File: config.mk
export PLATFORM = sky130hd
export DESIGN_NAME = scissor_lift_sequencer
export DESIGN_NICKNAME = d
export VERILOG_FILES = /design/src/rtl/core/slsq_pkg.sv /design/src/rtl/core/slsq_step.sv /design/src/rtl/core/scissor_lift_sequencer.sv
export SDC_FILE = /design/constraint.sdc
export NUM_CORES = 1
export LEC_CHECK = 0
export BUFFER_PORTS_ARGS = -buffer_cell sky130_fd_sc_hd__buf_2
export CORE_MARGIN = 4
export CORE_UTILIZATION = 50
export DETAILED_ROUTE_END_ITERATION = 16
export PLACE_DENSITY = 0.76
export SLEW_MARGIN = 10
export SYNTH_ARGS = -nofsm -noshare
export SYNTH_HDL_FRONTEND = slang
export SYNTH_SLANG_ARGS = --single-unit
File: constraint.sdc
create_clock -name clk -period 4.55 [get_ports clk]
set_input_delay 0.6825 -clock clk [delete_from_list [all_inputs] [get_ports clk]]
set_output_delay 0.6825 -clock clk [all_outputs]
set_load 0.02 [all_outputs]
File: src/rtl/core/slsq_pkg.sv
// slsq_pkg: shared types and codes for the scissor lift sequencer
// word layouts, phase/mode/event/selector codes, drive bit positions
// no dependencies
`default_nettype none

package slsq_pkg;

  // configuration register indexes
  localparam int CfgIdxW = 4;
  localparam logic [CfgIdxW-1:0] CFG_VALVE_DELAY = 4'd0;
  localparam logic [CfgIdxW-1:0] CFG_HOLD        = 4'd1;

  localparam logic [15:0] VALVE_DELAY_RESET = 16'd500;
  localparam logic [15:0] HOLD_RESET        = 16'd1000;
  localparam logic [15:0] DUR_MAX           = 16'hFFFF;

  // drive bit positions
  localparam int DRV_MOTOR = 0;
  localparam int DRV_DROP  = 1;
  localparam int DRV_AIR   = 2;

  typedef enum logic [1:0] {
    FUNC_POLL  = 2'd0,
    FUNC_ESTOP = 2'd1,
    FUNC_BEAM  = 2'd2,
    FUNC_CLEAR = 2'd3
  } func_t;

  typedef enum logic [2:0] {
    PH_IDLE      = 3'd0,
    PH_RISING    = 3'd1,
    PH_DOWN_PREP = 3'd2,
    PH_DOWN_HOLD = 3'd3,
    PH_DROPPING  = 3'd4,
    PH_LOCKING   = 3'd5,
    PH_REFILLING = 3'd6
  } phase_t;

  typedef enum logic [2:0] {
    MODE_IDLE      = 3'd0,
    MODE_RISING    = 3'd1,
    MODE_DROPPING  = 3'd2,
    MODE_LOCKED    = 3'd3,
    MODE_REFILLING = 3'd4
  } mode_t;

  typedef enum logic [3:0] {
    EV_NONE         = 4'd0,
    EV_UP_START     = 4'd1,
    EV_UP_LIMIT     = 4'd2,
    EV_UP_RELEASE   = 4'd3,
    EV_DOWN_START   = 4'd4,
    EV_DOWN_RELEASE = 4'd5,
    EV_LOCK_START   = 4'd6,
    EV_LOCK_STOP    = 4'd7,
    EV_REFILL_START = 4'd8,
    EV_REFILL_STOP  = 4'd9,
    EV_INVALID      = 4'd10
  } event_t;

  typedef struct packed {
    logic [1:0]  func;
    logic        up_button;
    logic        down_button;
    logic        lock_button;
    logic        refill_button;
    logic        top_switch;
    logic        bottom_switch;
    logic [31:0] now_ms;
  } in_word_t;

  typedef struct packed {
    logic        motor_on;
    logic        drop_valve_on;
    logic        air_valve_on;
    logic [2:0]  lift_mode;
    logic [2:0]  phase;
    logic [3:0]  log_event;
    logic [15:0] log_duration;
  } out_word_t;

  // sequencer state carried between words
  typedef struct packed {
    logic [2:0]  phase;
    logic [2:0]  mode;
    logic [2:0]  drive;
    logic [31:0] start_time;
    logic        prev_up;
    logic        prev_down;
    logic        prev_lock;
  } seq_state_t;

  typedef struct packed {
    logic [15:0] valve_delay_ms;
    logic [15:0] hold_ms;
  } cfg_t;

endpackage

`default_nettype wire

File: src/rtl/core/slsq_step.sv
// slsq_step: combinational update of the lift sequencer for one word
// takes current state, config and input word; gives next state and result
// depends on slsq_pkg
`default_nettype none

module slsq_step (
  input  var slsq_pkg::seq_state_t st,
  input  var slsq_pkg::cfg_t       cfg,
  input  var slsq_pkg::in_word_t   word,
  output var slsq_pkg::seq_state_t nxt,
  output var slsq_pkg::out_word_t  result
);

  logic [31:0] elapsed;
  logic [15:0] sat_dur;
  logic        up, dn, lk, rf, top, bot;
  logic [3:0]  ev;
  logic        is_stop;

  assign up  = word.up_button;
  assign dn  = word.down_button;
  assign lk  = word.lock_button;
  assign rf  = word.refill_button;
  assign top = word.top_switch;
  assign bot = word.bottom_switch;

  // elapsed time, wraps modulo 2^32, saturated for logging
  assign elapsed = word.now_ms - st.start_time;
  assign sat_dur = (elapsed[31:16] != 16'd0) ? slsq_pkg::DUR_MAX : elapsed[15:0];

  // lock drive: drop valve, air valve unless at the bottom
  function automatic logic [2:0] lock_drive(input logic at_bottom);
    logic [2:0] d;
    d = '0;
    d[slsq_pkg::DRV_DROP] = 1'b1;
    d[slsq_pkg::DRV_AIR]  = ~at_bottom;
    return d;
  endfunction

  // next state
  always_comb begin
    nxt = st;
    if (word.func == slsq_pkg::FUNC_ESTOP || word.func == slsq_pkg::FUNC_BEAM) begin
      nxt.drive = '0;
      nxt.phase = slsq_pkg::PH_IDLE;
    end else if (word.func == slsq_pkg::FUNC_CLEAR) begin
      nxt.phase = slsq_pkg::PH_IDLE;
    end else begin
      nxt.prev_up   = up;
      nxt.prev_down = dn;
      nxt.prev_lock = lk;
      if (up && dn) begin
        nxt.drive = '0;
        if (st.phase != slsq_pkg::PH_IDLE) begin
          nxt.phase = slsq_pkg::PH_IDLE;
          nxt.mode  = slsq_pkg::MODE_IDLE;
        end
      end else begin
        case (st.phase)
          slsq_pkg::PH_IDLE: begin
            if (up && rf && !dn && !lk) begin
              nxt.drive      = 3'b000;
              nxt.drive[slsq_pkg::DRV_MOTOR] = 1'b1;
              nxt.start_time = word.now_ms;
              nxt.phase      = slsq_pkg::PH_REFILLING;
              nxt.mode       = slsq_pkg::MODE_REFILLING;
            end else if (lk && !st.prev_lock) begin
              nxt.drive      = lock_drive(bot);
              nxt.start_time = word.now_ms;
              nxt.phase      = slsq_pkg::PH_LOCKING;
              nxt.mode       = slsq_pkg::MODE_LOCKED;
            end else if (up && !st.prev_up && !dn && !lk && !top) begin
              nxt.drive[slsq_pkg::DRV_MOTOR] = 1'b1;
              nxt.start_time = word.now_ms;
              nxt.phase      = slsq_pkg::PH_RISING;
              nxt.mode       = slsq_pkg::MODE_RISING;
            end else if (dn && !st.prev_down) begin
              nxt.drive[slsq_pkg::DRV_MOTOR] = 1'b1;
              nxt.start_time = word.now_ms;
              nxt.phase      = slsq_pkg::PH_DOWN_PREP;
              nxt.mode       = slsq_pkg::MODE_DROPPING;
            end
          end
          slsq_pkg::PH_RISING: begin
            if (top || !up) begin
              nxt.drive = '0;
              nxt.phase = slsq_pkg::PH_IDLE;
              nxt.mode  = slsq_pkg::MODE_IDLE;
            end
          end
          slsq_pkg::PH_DOWN_PREP, slsq_pkg::PH_DOWN_HOLD, slsq_pkg::PH_DROPPING: begin
            if (!dn) begin
              nxt.drive = '0;
              nxt.phase = slsq_pkg::PH_IDLE;
              nxt.mode  = slsq_pkg::MODE_IDLE;
            end else if (bot) begin
              nxt.drive = '0;
              nxt.drive[slsq_pkg::DRV_DROP] = 1'b1;
              nxt.phase = slsq_pkg::PH_DROPPING;
              nxt.mode  = slsq_pkg::MODE_DROPPING;
            end else if (top || lk) begin
              nxt.drive = lock_drive(1'b0);
              nxt.phase = slsq_pkg::PH_DROPPING;
              nxt.mode  = slsq_pkg::MODE_DROPPING;
            end else if (st.phase == slsq_pkg::PH_DOWN_PREP) begin
              if (elapsed >= {16'd0, cfg.valve_delay_ms}) begin
                nxt.drive[slsq_pkg::DRV_AIR] = 1'b1;
                nxt.phase = slsq_pkg::PH_DOWN_HOLD;
              end
            end else if (st.phase == slsq_pkg::PH_DOWN_HOLD) begin
              if (elapsed >= {16'd0, cfg.hold_ms}) begin
                nxt.drive[slsq_pkg::DRV_MOTOR] = 1'b0;
                nxt.drive[slsq_pkg::DRV_DROP]  = 1'b1;
                nxt.phase = slsq_pkg::PH_DROPPING;
              end
            end
          end
          slsq_pkg::PH_LOCKING: begin
            if (!lk) begin
              nxt.drive = '0;
              nxt.phase = slsq_pkg::PH_IDLE;
              nxt.mode  = slsq_pkg::MODE_IDLE;
            end else begin
              nxt.drive = lock_drive(bot);
            end
          end
          slsq_pkg::PH_REFILLING: begin
            if (!up || !rf || dn || lk) begin
              nxt.drive = '0;
              nxt.phase = slsq_pkg::PH_IDLE;
              nxt.mode  = slsq_pkg::MODE_IDLE;
            end
          end
          default: begin
            // unused phase code: stop everything
            nxt.drive = '0;
            nxt.phase = slsq_pkg::PH_IDLE;
            nxt.mode  = slsq_pkg::MODE_IDLE;
          end
        endcase
      end
    end
  end

  // log event for this word
  always_comb begin
    ev = slsq_pkg::EV_NONE;
    if (word.func == slsq_pkg::FUNC_POLL) begin
      if (up && dn) begin
        if (st.phase != slsq_pkg::PH_IDLE) begin
          ev = slsq_pkg::EV_INVALID;
        end
      end else begin
        case (st.phase)
          slsq_pkg::PH_IDLE: begin
            if (up && rf && !dn && !lk) begin
              ev = slsq_pkg::EV_REFILL_START;
            end else if (lk && !st.prev_lock) begin
              ev = slsq_pkg::EV_LOCK_START;
            end else if (up && !st.prev_up && !dn && !lk && !top) begin
              ev = slsq_pkg::EV_UP_START;
            end else if (dn && !st.prev_down) begin
              ev = slsq_pkg::EV_DOWN_START;
            end
          end
          slsq_pkg::PH_RISING: begin
            if (top) begin
              ev = slsq_pkg::EV_UP_LIMIT;
            end else if (!up) begin
              ev = slsq_pkg::EV_UP_RELEASE;
            end
          end
          slsq_pkg::PH_DOWN_PREP, slsq_pkg::PH_DOWN_HOLD, slsq_pkg::PH_DROPPING: begin
            if (!dn) begin
              ev = slsq_pkg::EV_DOWN_RELEASE;
            end
          end
          slsq_pkg::PH_LOCKING: begin
            if (!lk) begin
              ev = slsq_pkg::EV_LOCK_STOP;
            end
          end
          slsq_pkg::PH_REFILLING: begin
            if (!up || !rf || dn || lk) begin
              ev = slsq_pkg::EV_REFILL_STOP;
            end
          end
          default: begin
            ev = slsq_pkg::EV_NONE;
          end
        endcase
      end
    end
  end

  // stop events carry the elapsed time
  assign is_stop = (ev == slsq_pkg::EV_UP_LIMIT)   || (ev == slsq_pkg::EV_UP_RELEASE) ||
                   (ev == slsq_pkg::EV_DOWN_RELEASE) || (ev == slsq_pkg::EV_LOCK_STOP) ||
                   (ev == slsq_pkg::EV_REFILL_STOP);

  // result word
  always_comb begin
    result.motor_on      = nxt.drive[slsq_pkg::DRV_MOTOR];
    result.drop_valve_on = nxt.drive[slsq_pkg::DRV_DROP];
    result.air_valve_on  = nxt.drive[slsq_pkg::DRV_AIR];
    result.lift_mode     = nxt.mode;
    result.phase         = nxt.phase;
    result.log_event     = ev;
    result.log_duration  = is_stop ? sat_dur : 16'd0;
  end

endmodule

`default_nettype wire

File: src/rtl/core/scissor_lift_sequencer.sv
// scissor_lift_sequencer: top level of the hydraulic scissor lift sequencer
// input register, step logic, result register, config registers
// depends on slsq_pkg and slsq_step
//
// Usage:
//   in channel (in_valid/in_stall/in_data) carries one input word per event:
//   selector, button and switch levels and a millisecond time stamp.
//   out channel (out_valid/out_stall/out_data) carries one result word per
//   input word: drive outputs, lift mode, phase, log event and duration.
//   cfg channel (cfg_valid/cfg_ready/cfg_index/cfg_data) writes the valve
//   delay (index 0) and hold time (index 1); cfg_ready is always high and
//   writes to other indexes are dropped. Write only while the block is idle.
// Timing:
//   a word accepted into the input register has its result loaded into the
//   output register when the input register advances; out_stall can hold it.
//   one word per cycle sustained while out_stall is low; the state update is a
//   single pass of the step logic between the input and output registers.
// Reset (rst, synchronous): both registers empty, sequencer idle with all
//   drives off, config back to 500 ms valve delay and 1000 ms hold.
// Stall: while out_stall holds a waiting result, the input register keeps
//   its word and in_stall rises once that register is full.
`default_nettype none

module scissor_lift_sequencer (
  input  var logic                         clk,
  input  var logic                         rst,
  input  var logic                         in_valid,
  output var logic                         in_stall,
  input  var slsq_pkg::in_word_t           in_data,
  output var logic                         out_valid,
  input  var logic                         out_stall,
  output var slsq_pkg::out_word_t          out_data,
  input  var logic                         cfg_valid,
  output var logic                         cfg_ready,
  input  var logic [slsq_pkg::CfgIdxW-1:0] cfg_index,
  input  var logic [15:0]                  cfg_data
);

  logic                 stage_valid;
  slsq_pkg::in_word_t   stage_word;
  logic                 advance;
  slsq_pkg::seq_state_t st;
  slsq_pkg::seq_state_t st_next;
  slsq_pkg::cfg_t       cfg;
  slsq_pkg::out_word_t  result;

  assign cfg_ready = 1'b1;

  // config registers
  always_ff @(posedge clk) begin
    if (rst) begin
      cfg.valve_delay_ms <= slsq_pkg::VALVE_DELAY_RESET;
      cfg.hold_ms        <= slsq_pkg::HOLD_RESET;
    end else if (cfg_valid && cfg_ready) begin
      if (cfg_index == slsq_pkg::CFG_VALVE_DELAY) begin
        cfg.valve_delay_ms <= cfg_data;
      end else if (cfg_index == slsq_pkg::CFG_HOLD) begin
        cfg.hold_ms <= cfg_data;
      end
    end
  end

  // input register moves on when the output register is free or draining
  assign advance  = stage_valid && (!out_valid || !out_stall);
  assign in_stall = stage_valid && !advance;

  always_ff @(posedge clk) begin
    if (rst) begin
      stage_valid <= 1'b0;
    end else if (in_valid && !in_stall) begin
      stage_valid <= 1'b1;
    end else if (advance) begin
      stage_valid <= 1'b0;
    end
  end

  always_ff @(posedge clk) begin
    if (in_valid && !in_stall) begin
      stage_word <= in_data;
    end
  end

  slsq_step u_step (
    .st     (st),
    .cfg    (cfg),
    .word   (stage_word),
    .nxt    (st_next),
    .result (result)
  );

  // sequencer state
  always_ff @(posedge clk) begin
    if (rst) begin
      st <= '0;
    end else if (advance) begin
      st <= st_next;
    end
  end

  // result register
  always_ff @(posedge clk) begin
    if (rst) begin
      out_valid <= 1'b0;
    end else if (advance) begin
      out_valid <= 1'b1;
    end else if (!out_stall) begin
      out_valid <= 1'b0;
    end
  end

  always_ff @(posedge clk) begin
    if (advance) begin
      out_data <= result;
    end
  end

  // a word that advances from the input register reaches the output register
  assert property (@(posedge clk) disable iff (rst) advance |=> out_valid)
    else $error("result word lost after advance");

  // a held word stays in the input register
  assert property (@(posedge clk) disable iff (rst) (stage_valid && !advance) |=> stage_valid)
    else $error("stalled input word dropped");

  // duration only on stop events
  assert property (@(posedge clk) disable iff (rst)
    (out_valid && out_data.log_duration != 16'd0) |->
      (out_data.log_event == slsq_pkg::EV_UP_LIMIT ||
       out_data.log_event == slsq_pkg::EV_UP_RELEASE ||
       out_data.log_event == slsq_pkg::EV_DOWN_RELEASE ||
       out_data.log_event == slsq_pkg::EV_LOCK_STOP ||
       out_data.log_event == slsq_pkg::EV_REFILL_STOP))
    else $error("log duration on a non-stop event");

  // nothing is pending right after reset
  assert property (@(posedge clk) rst |=> (!out_valid && !stage_valid))
    else $error("registers not empty after reset");

endmodule

`default_nettype wire
==> flow_metrics.env, run 1 <==
export IMPL_cts_buffer_depth=2
export IMPL_use_met1=0.290
export IMPL_p_sw_mw=0.934
export IMPL_synth_compound_area_frac=0.185
export IMPL_critPathArrivalTime_ps=4370
export IMPL_end_kind="flip-flop"
export IMPL_stdcell_area_sq_mm=0.0100
export IMPL_synth_seq_area_share=0.413
export IMPL_reg2regPathDepth=17
export IMPL_grt_antenna_before_repair=0
export IMPL_gr_usage_all_layers=0.220
export IMPL_drtIter0Drc=583
export IMPL_synth_area_per_cell_sq_um=8.95
export IMPL_ys_ff_latch=147
export IMPL_max_freq_mhz=239
export IMPL_vias=7491
export IMPL_synth_edf_count=69
export IMPL_cts_resized=0
export IMPL_clkSinkCount=147
export IMPL_async_reset_ff_frac=0
export IMPL_core_area_sq_mm=0.0172
export IMPL_rsz0062_at_grt="false"
export IMPL_rrSetupSlack_ps=360
export IMPL_first_global_vias=7151
export IMPL_vdd_drop_max_uv=283
export IMPL_status="complete, no violations"
export IMPL_dpl_cell_area_sq_mm=0.00943
export IMPL_synthesis_area_sq_mm=0.00879
export IMPL_worst_pin_slew_ps=1150
export IMPL_rows=48
export IMPL_synth_top_family_by_area="simple AND/OR/NAND/NOR gates"
export IMPL_path_clk_slew_ps=60
export IMPL_cp_endpoint="out_data[27]$_DFFE_PP_"
export IMPL_clockRootBuffer="clkbuf_16"
export IMPL_synthToLayoutAreaGrowth_pct=13.7
export IMPL_synth_top_cell_area_share=0.236
export IMPL_hold_worst_slack_ps=422
export IMPL_critPathKind="reg -> reg"
export IMPL_gp_congestion=0.911
export IMPL_cts_setup_buffers=0
export IMPL_sw_frac_of_total=0.278
export IMPL_r2r_end="out_data[27]$_DFFE_PP_"
export IMPL_die_h_um=141
export IMPL_met3_usage=0.0414
export IMPL_place_hpwl_um=15800
export IMPL_portBuffers=95
export IMPL_dieArea_sq_mm=0.0198
export IMPL_final_antenna_net_count=0
export IMPL_crit_required_ps=4730
export IMPL_wl_per_cell_um=16.3
export IMPL_yosysUniqueCellTypes=74
export IMPL_period_minus_slack_ps=4190
export IMPL_drc_errors=0
export IMPL_layout_nets=1191
export IMPL_hold_class="in -> reg"
export IMPL_skew_ps=8.37
export IMPL_syn_nets=1114
export IMPL_setup_viol=0
export IMPL_crit_fanout=5
export IMPL_synth_top_cells_by_area="edfxtp_1 (24%), dfxtp_1 (18%), ha_1 (9.2%), nand2_1 (4.9%), a21oi_1 (4.5%)"
export IMPL_synth_top_cell_by_area="edfxtp_1"
export IMPL_numCtsBuffers=17
export IMPL_hold_viol_final=0
export IMPL_h_tree_depth=4
export IMPL_n_antenna_cell=0
export IMPL_grt_pass1_wl_um=35300
export IMPL_yosys_warnings=0
export IMPL_dr_pass1_iters=5
export IMPL_synth_ff_type="dfxtp_1"
export IMPL_max_slew_margin_rel=0.234
export IMPL_clk_latency_ps=430
export IMPL_power_mw=3.35
export IMPL_cts_tree="built"
export IMPL_met2_usage=0.364
export IMPL_fin_crit_sh=0.921
export IMPL_pwr_share_comb=0.161
export IMPL_viasPerCell=5.77
export IMPL_drv_slew=0
export IMPL_drt_wl_total_um=21200
export IMPL_synth_fa_ha_area_frac=0.0948
export IMPL_synthMuxAreaShare=0.0411
export IMPL_max_cap_violations=0
export IMPL_grt_max_degree=58
export IMPL_busiest_layer="met2"
export IMPL_grt_ovfl_total=0
export IMPL_leakage_nw=3.89
export IMPL_cts_hold_buf=0
export IMPL_clkPwrFrac=0.400
export IMPL_ios=97
export IMPL_fin_setup_tns_ps=0
export IMPL_power_density_mw_per_mm2=335
export IMPL_p_int_mw=2.42
export IMPL_drive_gt1_frac=0.145
export IMPL_final_core_util=0.580
export IMPL_synth_simple_area_share=0.189
export IMPL_crit_path_start_kind="flip-flop"
export IMPL_die_x_um=141
export IMPL_start_util=0.510
export IMPL_synthCells=983
export IMPL_worstReg2RegStart="stage_word[0]$_DFFE_PP_"
export IMPL_p_seq_frac=0.439
export IMPL_startpoint="stage_word[0]$_DFFE_PP_"
export IMPL_synth_xor_area_frac=0.0209
-- Yosys cell counts, types with 4 or more instances --
cell type / count
a21oi_1: 79
inv_1: 81
o221ai_1: 4
mux2i_1: 35
dfxtp_1: 78
a22oi_1: 5
or4_1: 4
a31oi_1: 7
o2111ai_1: 5
and2_1: 8
ha_1: 65
xnor2_1: 15
edfxtp_1: 69
o21bai_1: 6
clkbuf_1: 34
nand2_1: 114
a211oi_1: 9
or3_1: 7
nand4_1: 14
nor3b_1: 4
a21o_1: 15
nor2_1: 86
nand3b_1: 9
nor2b_1: 9
o21a_1: 18
o211ai_1: 9
xor2_1: 6
or3b_2: 4
nand3_1: 26
nand2b_1: 13
and3_1: 8
o21ai_0: 45
a211o_1: 7
o31ai_1: 4
nor3_1: 23
-- metal layers --
layer  wire length [um]  vias up
met5                  0        -
met4                463        0
met3                994       38
met2              10200      210
met1               9600     3559
li1                   -     3684
-- worst max-delay path: stages, from the launching register on --
cell and delay (ps):
edfxtp_1 340, inv_1 40, ha_1 210, fa_1 390, nand2b_1 210, a211oi_1 350
or3_1 160, a21oi_1 70, xnor2_1 330, ha_1 320, a21o_1 160, a21oi_1 150
nor2_1 60, a211oi_1 270, nand2_1 140, nor4b_2 480, or2_2 190, o22ai_1 50
-- layout make-up --
| type | count | area, sq um |
|---|---|---|
| repair buffers | 101 | 520 |
| clock inverters | 10 | 67.6 |
| fillers | 1540 | 7240 |
| inverters | 81 | 304 |
| well taps | 225 | 282 |
| clock buffers | 22 | 495 |
| flip-flops and latches | 147 | 3630 |
| multi-input cells | 712 | 4690 |
-- state kept, by name, summed over array words and instances, names as in the netlist --
name / count
out_data: 29
out_valid: 1
cfg: 32
st: 44
stage_valid: 1
stage_word: 40
-- logic make-up (layout without fill, tap and decap cells) --
group,count (synthesis),in the layout
other,1,1
AO/OA/AOI/OAI,246,246
multiplexers,36,36
XOR/XNOR,21,21
flip-flops,147,147
buffers and inverters,124,214
adder cells (fa/ha/maj),66,66
AND/OR/NAND/NOR,342,342
-- worst min-delay path by stage --
stage / start / end / slack (ps) / depth (start not counted)
final: in_data[22] / stage_word[22]$_DFFE_PP_ / 420 / 1
after global routing: in_data[21] / stage_word[21]$_DFFE_PP_ / 400 / 1
after CTS: in_data[21] / stage_word[21]$_DFFE_PP_ / 410 / 1
after detailed placement: cfg[27]$_SDFFE_PP0P_ / cfg[27]$_SDFFE_PP0P_ / 450 / 2
after global placement: st[39]$_SDFFE_PP0P_ / st[39]$_SDFFE_PP0P_ / 440 / 2
after floorplan: st[39]$_SDFFE_PP0P_ / st[39]$_SDFFE_PP0P_ / 430 / 2
-- power by group through the flow --
stage                     clock network, mW  registers, mW  logic [mW]
after global routing                   1.42           1.48       0.605
after CTS                              1.36           1.47       0.536
after global placement                    0           1.50       0.525
after floorplan                           0           1.51       0.366
final                                  1.34           1.47       0.539
after detailed placement                  0           1.50       0.533
-- cell usage in the layout (no fill, tap or decap), types with 4 or more instances in the layout --
cell and n:
a211o_1 7, a211oi_1 9, a21o_1 15, a21oi_1 79, a22oi_1 5, a31oi_1 7, and2_1 8, and3_1 8
buf_2 95, buf_4 6, clkbuf_16 18, dfxtp_1 78, edfxtp_1 69, ha_1 65, inv_1 81, mux2i_1 35
nand2_1 114, nand2b_1 13, nand3_1 26, nand3b_1 9, nand4_1 14, nor2_1 86, nor2b_1 8, nor3_1 23
nor3b_1 4, o2111ai_1 5, o211ai_1 9, o21a_1 18, o21ai_0 45, o21bai_1 6, o221ai_1 4, o31ai_1 4
or3_1 7, or3b_2 4, or4_1 4, xnor2_1 15, xor2_1 6
-- per-stage QoR --
stage / instances / worst slack, ps
2_1_floorplan: 983 / 717
3_3_place_gp: 1266 / 455
3_5_place_dp: 1266 / 407
4_1_cts: 1298 / 399
5_1_grt: 1298 / 24.2
6_report: 1298 / 362
(Power assumes the default switching activity.)
==> run 2: changes to the inputs <==
--- a/config.mk
+++ b/config.mk
@@ -10,6 +10,7 @@
 export CORE_UTILIZATION = 50
 export DETAILED_ROUTE_END_ITERATION = 16
 export PLACE_DENSITY = 0.76
+export SKIP_LAST_GASP = 1
 export SLEW_MARGIN = 10
 export SYNTH_ARGS = -nofsm -noshare
 export SYNTH_HDL_FRONTEND = slang
==> constraint.sdc (replaced) <==
create_clock -name clk -period 4.6 [get_ports clk]
set_input_delay 0.69 -clock clk [delete_from_list [all_inputs] [get_ports clk]]
set_output_delay 0.69 -clock clk [all_outputs]
set_load 0.02 [all_outputs]
==> run 2 against run 1 <==
Die area did not move. Clock skew rose by 0.88 ps. Cell count did not move. Setup slack improved by 15 ps. Critical path type unchanged. Worst hold slack improved by 5.8 ps. Design area rose by 1.2%. Total power rose by 7.1%. Fmax fell by 0.83%. Global-route usage fell by 0.15 points. Utilization rose by 0.72 points. Via count fell by 1.1%. Sequential share of layout area fell by 0.44 points.
==> flow_metrics.env, run 2 (synthesis gave the netlist of run 1 again) <==
export IMPL_critPathKind="reg -> reg"
export IMPL_drtIter0Drc=568
export IMPL_die_h_um=141
export IMPL_dieArea_sq_mm=0.0198
export IMPL_largest_reg_flops=44
export IMPL_cts_buffer_depth=2
export IMPL_clockRootBuffer="clkbuf_16"
export IMPL_wl_per_cell_um=16.4
export IMPL_worst_pin_slew_ps=1140
export IMPL_top_regs="st: 44 flops, stage_word: 40 flops, cfg: 32 flops"
export IMPL_n_antenna_cell=0
export IMPL_core_area_sq_mm=0.0172
export IMPL_critPathArrivalTime_ps=4390
export IMPL_startpoint="stage_word[0]$_DFFE_PP_"
export IMPL_path_clk_slew_ps=60
export IMPL_grt_antenna_before_repair=0
export IMPL_vias=7405
export IMPL_skew_ps=9.25
export IMPL_fin_crit_sh=0.918
export IMPL_pwr_share_comb=0.150
export IMPL_place_hpwl_um=15800
export IMPL_portBuffers=95
export IMPL_clkPwrFrac=0.445
export IMPL_viasPerCell=5.70
export IMPL_synthToLayoutAreaGrowth_pct=15.1
export IMPL_vdd_drop_max_uv=281
export IMPL_layout_nets=1191
export IMPL_end_kind="flip-flop"
export IMPL_worst_path_max_delay_cell="fa_1"
export IMPL_top_register="st"
export IMPL_fin_setup_tns_ps=0
export IMPL_cts_hold_buf=0
export IMPL_mostFrequentLayoutCell="nand2_1"
export IMPL_gp_congestion=0.944
export IMPL_hold_viol_final=0
export IMPL_cts_tree="built"
export IMPL_h_tree_depth=4
export IMPL_ios=97
export IMPL_grt_pass1_wl_um=34900
export IMPL_die_x_um=141
export IMPL_leakage_nw=3.95
export IMPL_max_cap_violations=0
export IMPL_crit_required_ps=4770
export IMPL_grt_ovfl_total=0
export IMPL_drc_errors=0
export IMPL_p_sw_mw=0.939
export IMPL_first_global_vias=7134
export IMPL_clkSinkCount=147
export IMPL_fillers=1456
export IMPL_setup_viol=0
export IMPL_max_slew_margin_rel=0.237
export IMPL_layout_common_cells="nand2_1 (114), buf_2 (95), nor2_1 (86)"
export IMPL_final_core_util=0.587
export IMPL_worstReg2RegStart="stage_word[0]$_DFFE_PP_"
export IMPL_crit_fanout=5
export IMPL_status="complete, no violations"
export IMPL_drive_gt1_frac=0.145
export IMPL_numCtsBuffers=17
export IMPL_power_density_mw_per_mm2=355
export IMPL_multi_input_comb_area_sq_mm=0.00470
export IMPL_grt_max_degree=60
export IMPL_worstHoldStart="in_data[24]"
export IMPL_path_cells="inv_1, ha_1, fa_1, nand2b_1, a211oi_1, or3_1, a21oi_1, xnor2_1, ha_1, a21o_1, a21oi_1, nor2_1, a211oi_1, nand2_1, nor4b_4, or2_2, o22ai_1"
export IMPL_drv_slew=0
export IMPL_final_antenna_net_count=0
export IMPL_rows=48
export IMPL_dr_pass1_iters=6
export IMPL_crit_path_start_kind="flip-flop"
export IMPL_start_util=0.510
export IMPL_clk_latency_ps=430
export IMPL_p_seq_frac=0.405
export IMPL_period_minus_slack_ps=4220
export IMPL_hold_class="in -> reg"
export IMPL_drt_wl_total_um=21300
export IMPL_rsz0062_at_grt="false"
export IMPL_gr_usage_all_layers=0.218
export IMPL_max_freq_mhz=237
export IMPL_cpPeakStageDelay_ps=410
export IMPL_sw_frac_of_total=0.262
export IMPL_p_int_mw=2.65
export IMPL_ff_latch_area_sq_mm=0.00363
-- run 2: final cells by class --
type | count | area share
Multi-Input combinational cell | 712 | 0.465
Sequential cell | 147 | 0.359
Timing Repair Buffer | 101 | 0.0514
Clock buffer | 17 | 0.0420
Inverter | 81 | 0.0300
Tap cell | 225 | 0.0278
Clock inverter | 15 | 0.0250
-- run 2: worst max-delay path, delay by kind of cell (launching register included) --
family	cells	cell delay [ps]
AND/OR/NAND/NOR	6	1190
AO/OA/AOI/OAI	6	1100
adder cells (fa/ha/maj)	3	960
flip-flops	1	340
XOR/XNOR	1	330
buffers and inverters	1	50
-- run 2: path summary, 6_finish.rpt --
check	cells past startpoint	endpoint	slack [ps]
worst max-delay path	17	out_data[27]$_DFFE_PP_	380
worst min register to register	2	cfg[1]$_SDFFE_PP0P_	450
worst max register to register	17	out_data[27]$_DFFE_PP_	380
worst min-delay path	1	stage_word[24]$_DFFE_PP_	430
-- run 2: per-stage QoR --
step / instance area (sq um) / hold WS [ps] / std cells / setup slack [ps] / power, mW
floorplan: 8790 / 433 / 983 / 767 / 1.85
global placement: 9430 / 444 / 1266 / 456 / 2.00
detailed placement: 9430 / 446 / 1266 / 345 / 2.01
CTS: 10100 / 415 / 1298 / 309 / 3.61
global route: 10100 / 412 / 1298 / 33.3 / 3.75
finish: 10100 / 428 / 1298 / 377 / 3.59
-- run 2: routing by layer --
metal	up-vias	share of wire	track usage
li1	3678	-	-
met5	-	0	0
met2	209	0.48	0.359
met1	3482	0.45	0.285
met3	36	0.053	0.0458
met4	0	0.024	0.0790
-- run 2: power by group through the flow --
stage	clock network, mW	logic, mW	registers (mW)
floorplan	0	0.362	1.49
global placement	0	0.519	1.48
detailed placement	0	0.528	1.48
CTS	1.62	0.533	1.46
global route	1.69	0.599	1.46
finish	1.60	0.537	1.46
-- run 2: what timing repair did --
item,4_1_cts,5_1_grt
buffers inserted,0,0
resized for setup,0,1
hold endpoints to repair,0,0
endpoints found under the setup margin,0,2
==> run 3: changes to the inputs <==
--- a/config.mk
+++ b/config.mk
@@ -8,8 +8,9 @@
 export BUFFER_PORTS_ARGS = -buffer_cell sky130_fd_sc_hd__buf_2
 export CORE_MARGIN = 4
 export CORE_UTILIZATION = 50
+export CTS_CLUSTER_DIAMETER = 120
 export DETAILED_ROUTE_END_ITERATION = 16
-export PLACE_DENSITY = 0.76
+export PLACE_DENSITY = 0.7
 export SKIP_LAST_GASP = 1
 export SLEW_MARGIN = 10
 export SYNTH_ARGS = -nofsm -noshare
==> constraint.sdc (replaced) <==
create_clock -name clk -period 4.2 [get_ports clk]
set_input_delay 0.63 -clock clk [delete_from_list [all_inputs] [get_ports clk]]
set_output_delay 0.63 -clock clk [all_outputs]
set_load 0.02 [all_outputs]
==> run 3 against run 2 <==
Combinational power increased by 12%. First-iteration DRC count decreased by 7.6%. Count of clock-buffer cells in the layout increased by 4. Register-to-register slack got worse by 150 ps. Sequential share of layout area decreased by 0.13 points. Fmax increased by 6.3%. Die area unchanged. Global-route usage decreased by 0.32 points. Largest power group is now sequential cells. Utilization increased by 0.22 points. Critical path depth decreased by 4.
==> flow_metrics.env, run 3 (synthesis gave the netlist of run 1 again) <==
export IMPL_status="complete, no violations"
export IMPL_dr_pass1_iters=5
export IMPL_max_slew_margin_rel=0.272
export IMPL_final_antenna_net_count=0
export IMPL_ff_latch_area_sq_mm=0.00363
export IMPL_drtIter0Drc=525
export IMPL_worst_path_max_delay_cell="or4_4"
export IMPL_n_antenna_cell=0
export IMPL_worst_pin_slew_ps=1090
export IMPL_path_clk_slew_ps=60
export IMPL_grt_antenna_before_repair=0
export IMPL_top_regs="st: 44 flops, stage_word: 40 flops, cfg: 32 flops"
export IMPL_cts_buffer_depth=2
export IMPL_layout_nets=1204
export IMPL_drt_wl_total_um=21100
export IMPL_path_cells="inv_1, ha_1, fa_1, nand2b_2, a21oi_4, o2111ai_2, a311oi_4, o32a_1, nand3_1, or4_4, or3b_4, buf_4, o21a_1"
export IMPL_gr_usage_all_layers=0.215
export IMPL_setup_viol=0
export IMPL_period_minus_slack_ps=3970
export IMPL_largest_reg_flops=44
export IMPL_worstReg2RegStart="stage_word[0]$_DFFE_PP_"
export IMPL_rows=48
export IMPL_rrSetupSlack_ps=230
export IMPL_drc_errors=0
export IMPL_gp_congestion=0.977
export IMPL_critPathArrivalTime_ps=4150
export IMPL_crit_required_ps=4380
export IMPL_cp_endpoint="out_data[5]$_SDFFCE_PN0P_"
export IMPL_r2r_end="out_data[5]$_SDFFCE_PN0P_"
export IMPL_crit_buf_inv=2
export IMPL_die_x_um=141
export IMPL_cpPeakStageDelay_ps=570
export IMPL_drv_slew=0
export IMPL_path_delay_family="simple AND/OR/NAND/NOR gates"
export IMPL_hold_class="in -> reg"
export IMPL_rsz0062_at_grt="true"
export IMPL_crit_fanout=7
export IMPL_die_h_um=141
export IMPL_hold_viol_final=0
export IMPL_synthToLayoutAreaGrowth_pct=15.5
export IMPL_leakage_nw=3.95
export IMPL_start_util=0.510
export IMPL_fin_setup_tns_ps=0
export IMPL_dp_cells=1277
export IMPL_top_register="st"
export IMPL_clk_latency_ps=420
export IMPL_power_mw=3.66
export IMPL_clkSinkCount=147
export IMPL_core_area_sq_mm=0.0172
export IMPL_ios=97
export IMPL_mostFrequentLayoutCell="nand2_1"
export IMPL_fillers=1529
export IMPL_drive_gt1_frac=0.163
export IMPL_vdd_drop_max_uv=293
export IMPL_critPathKind="reg -> reg"
export IMPL_dieArea_sq_mm=0.0198
export IMPL_multi_input_comb_area_sq_mm=0.00475
export IMPL_layout_common_cells="nand2_1 (114), buf_2 (94), nor2_1 (86)"
export IMPL_first_global_vias=7037
export IMPL_skew_ps=6.68
export IMPL_max_freq_mhz=252
export IMPL_crit_path_start_kind="flip-flop"
export IMPL_end_kind="flip-flop"
export IMPL_cts_tree="built"
export IMPL_h_tree_depth=4
export IMPL_worst_path_stages=13
export IMPL_grt_max_degree=81
export IMPL_grt_ovfl_total=0
export IMPL_final_cells=1311
export IMPL_vias=7327
export IMPL_numCtsBuffers=17
export IMPL_viasPerCell=5.59
export IMPL_place_hpwl_um=15400
export IMPL_grt_pass1_wl_um=34500
export IMPL_reg2regPathDepth=13
export IMPL_startpoint="stage_word[0]$_DFFE_PP_"
export IMPL_power_density_mw_per_mm2=360
export IMPL_portBuffers=95
export IMPL_hold_worst_slack_ps=376
export IMPL_max_cap_violations=0
export IMPL_wl_per_cell_um=16.1
export IMPL_fin_crit_sh=0.946
export IMPL_clockRootBuffer="clkbuf_16"
-- run 3: cell count changes in the layout (fill, tap and decap cells not counted), sizes merged --
cell	change
bufinv	-5
inv	-1
clkbuf	+4
clkinvlp	+4
buf	+13
clkinv	-2
-- run 3: per-layer routing --
metal  track usage  share of wire
met2         0.352           0.47
met3        0.0472          0.047
met4        0.0755          0.024
met1         0.282           0.46
met5             0              0
-- run 3: per-stage QoR --
stage	worst slack [ps]	cell area [sq um]	util
after floorplan	367	8790	-
after global placement	113	9520	0.552
after detailed placement	48.3	9520	0.552
after CTS	25.7	10100	0.585
after global routing	-28.0	10200	0.589
final	227	10200	0.589
-- run 3: power breakdown --
group          leakage (nW)  switching [mW]  total, mW  internal, mW
Clock                 0.264           0.614       1.46         0.848
Combinational          2.39           0.368      0.604         0.236
Sequential             1.29          0.0341       1.59          1.56
Total                  3.95            1.02       3.66          2.64
-- run 3: cell type report --
| cell class | count | area share |
|---|---|---|
| Inverter | 81 | 0.0299 |
| Timing Repair Buffer | 114 | 0.0611 |
| Clock buffer | 21 | 0.0453 |
| Tap cell | 225 | 0.0277 |
| Sequential cell | 147 | 0.358 |
| Multi-Input combinational cell | 712 | 0.468 |
| Clock inverter | 11 | 0.0102 |
-- run 3: worst min path at each step --
| stage | start | cells after the start | end | slack [ps] |
|---|---|---|---|---|
| finish | in_data[24] | 1 | stage_word[24]$_DFFE_PP_ | 380 |
| global route | in_data[0] | 1 | stage_word[0]$_DFFE_PP_ | 360 |
| CTS | in_data[19] | 1 | stage_word[19]$_DFFE_PP_ | 360 |
| detailed placement | cfg[29]$_SDFFE_PP0P_ | 2 | cfg[29]$_SDFFE_PP0P_ | 450 |
| global placement | cfg[27]$_SDFFE_PP0P_ | 2 | cfg[27]$_SDFFE_PP0P_ | 440 |
| floorplan | st[39]$_SDFFE_PP0P_ | 2 | st[39]$_SDFFE_PP0P_ | 430 |
-- run 3: timing repair --
item	in CTS	in global routing
hold buffers	0	0
setup buffers	0	2
resized for setup	0	11
setup endpoints to repair	0	28
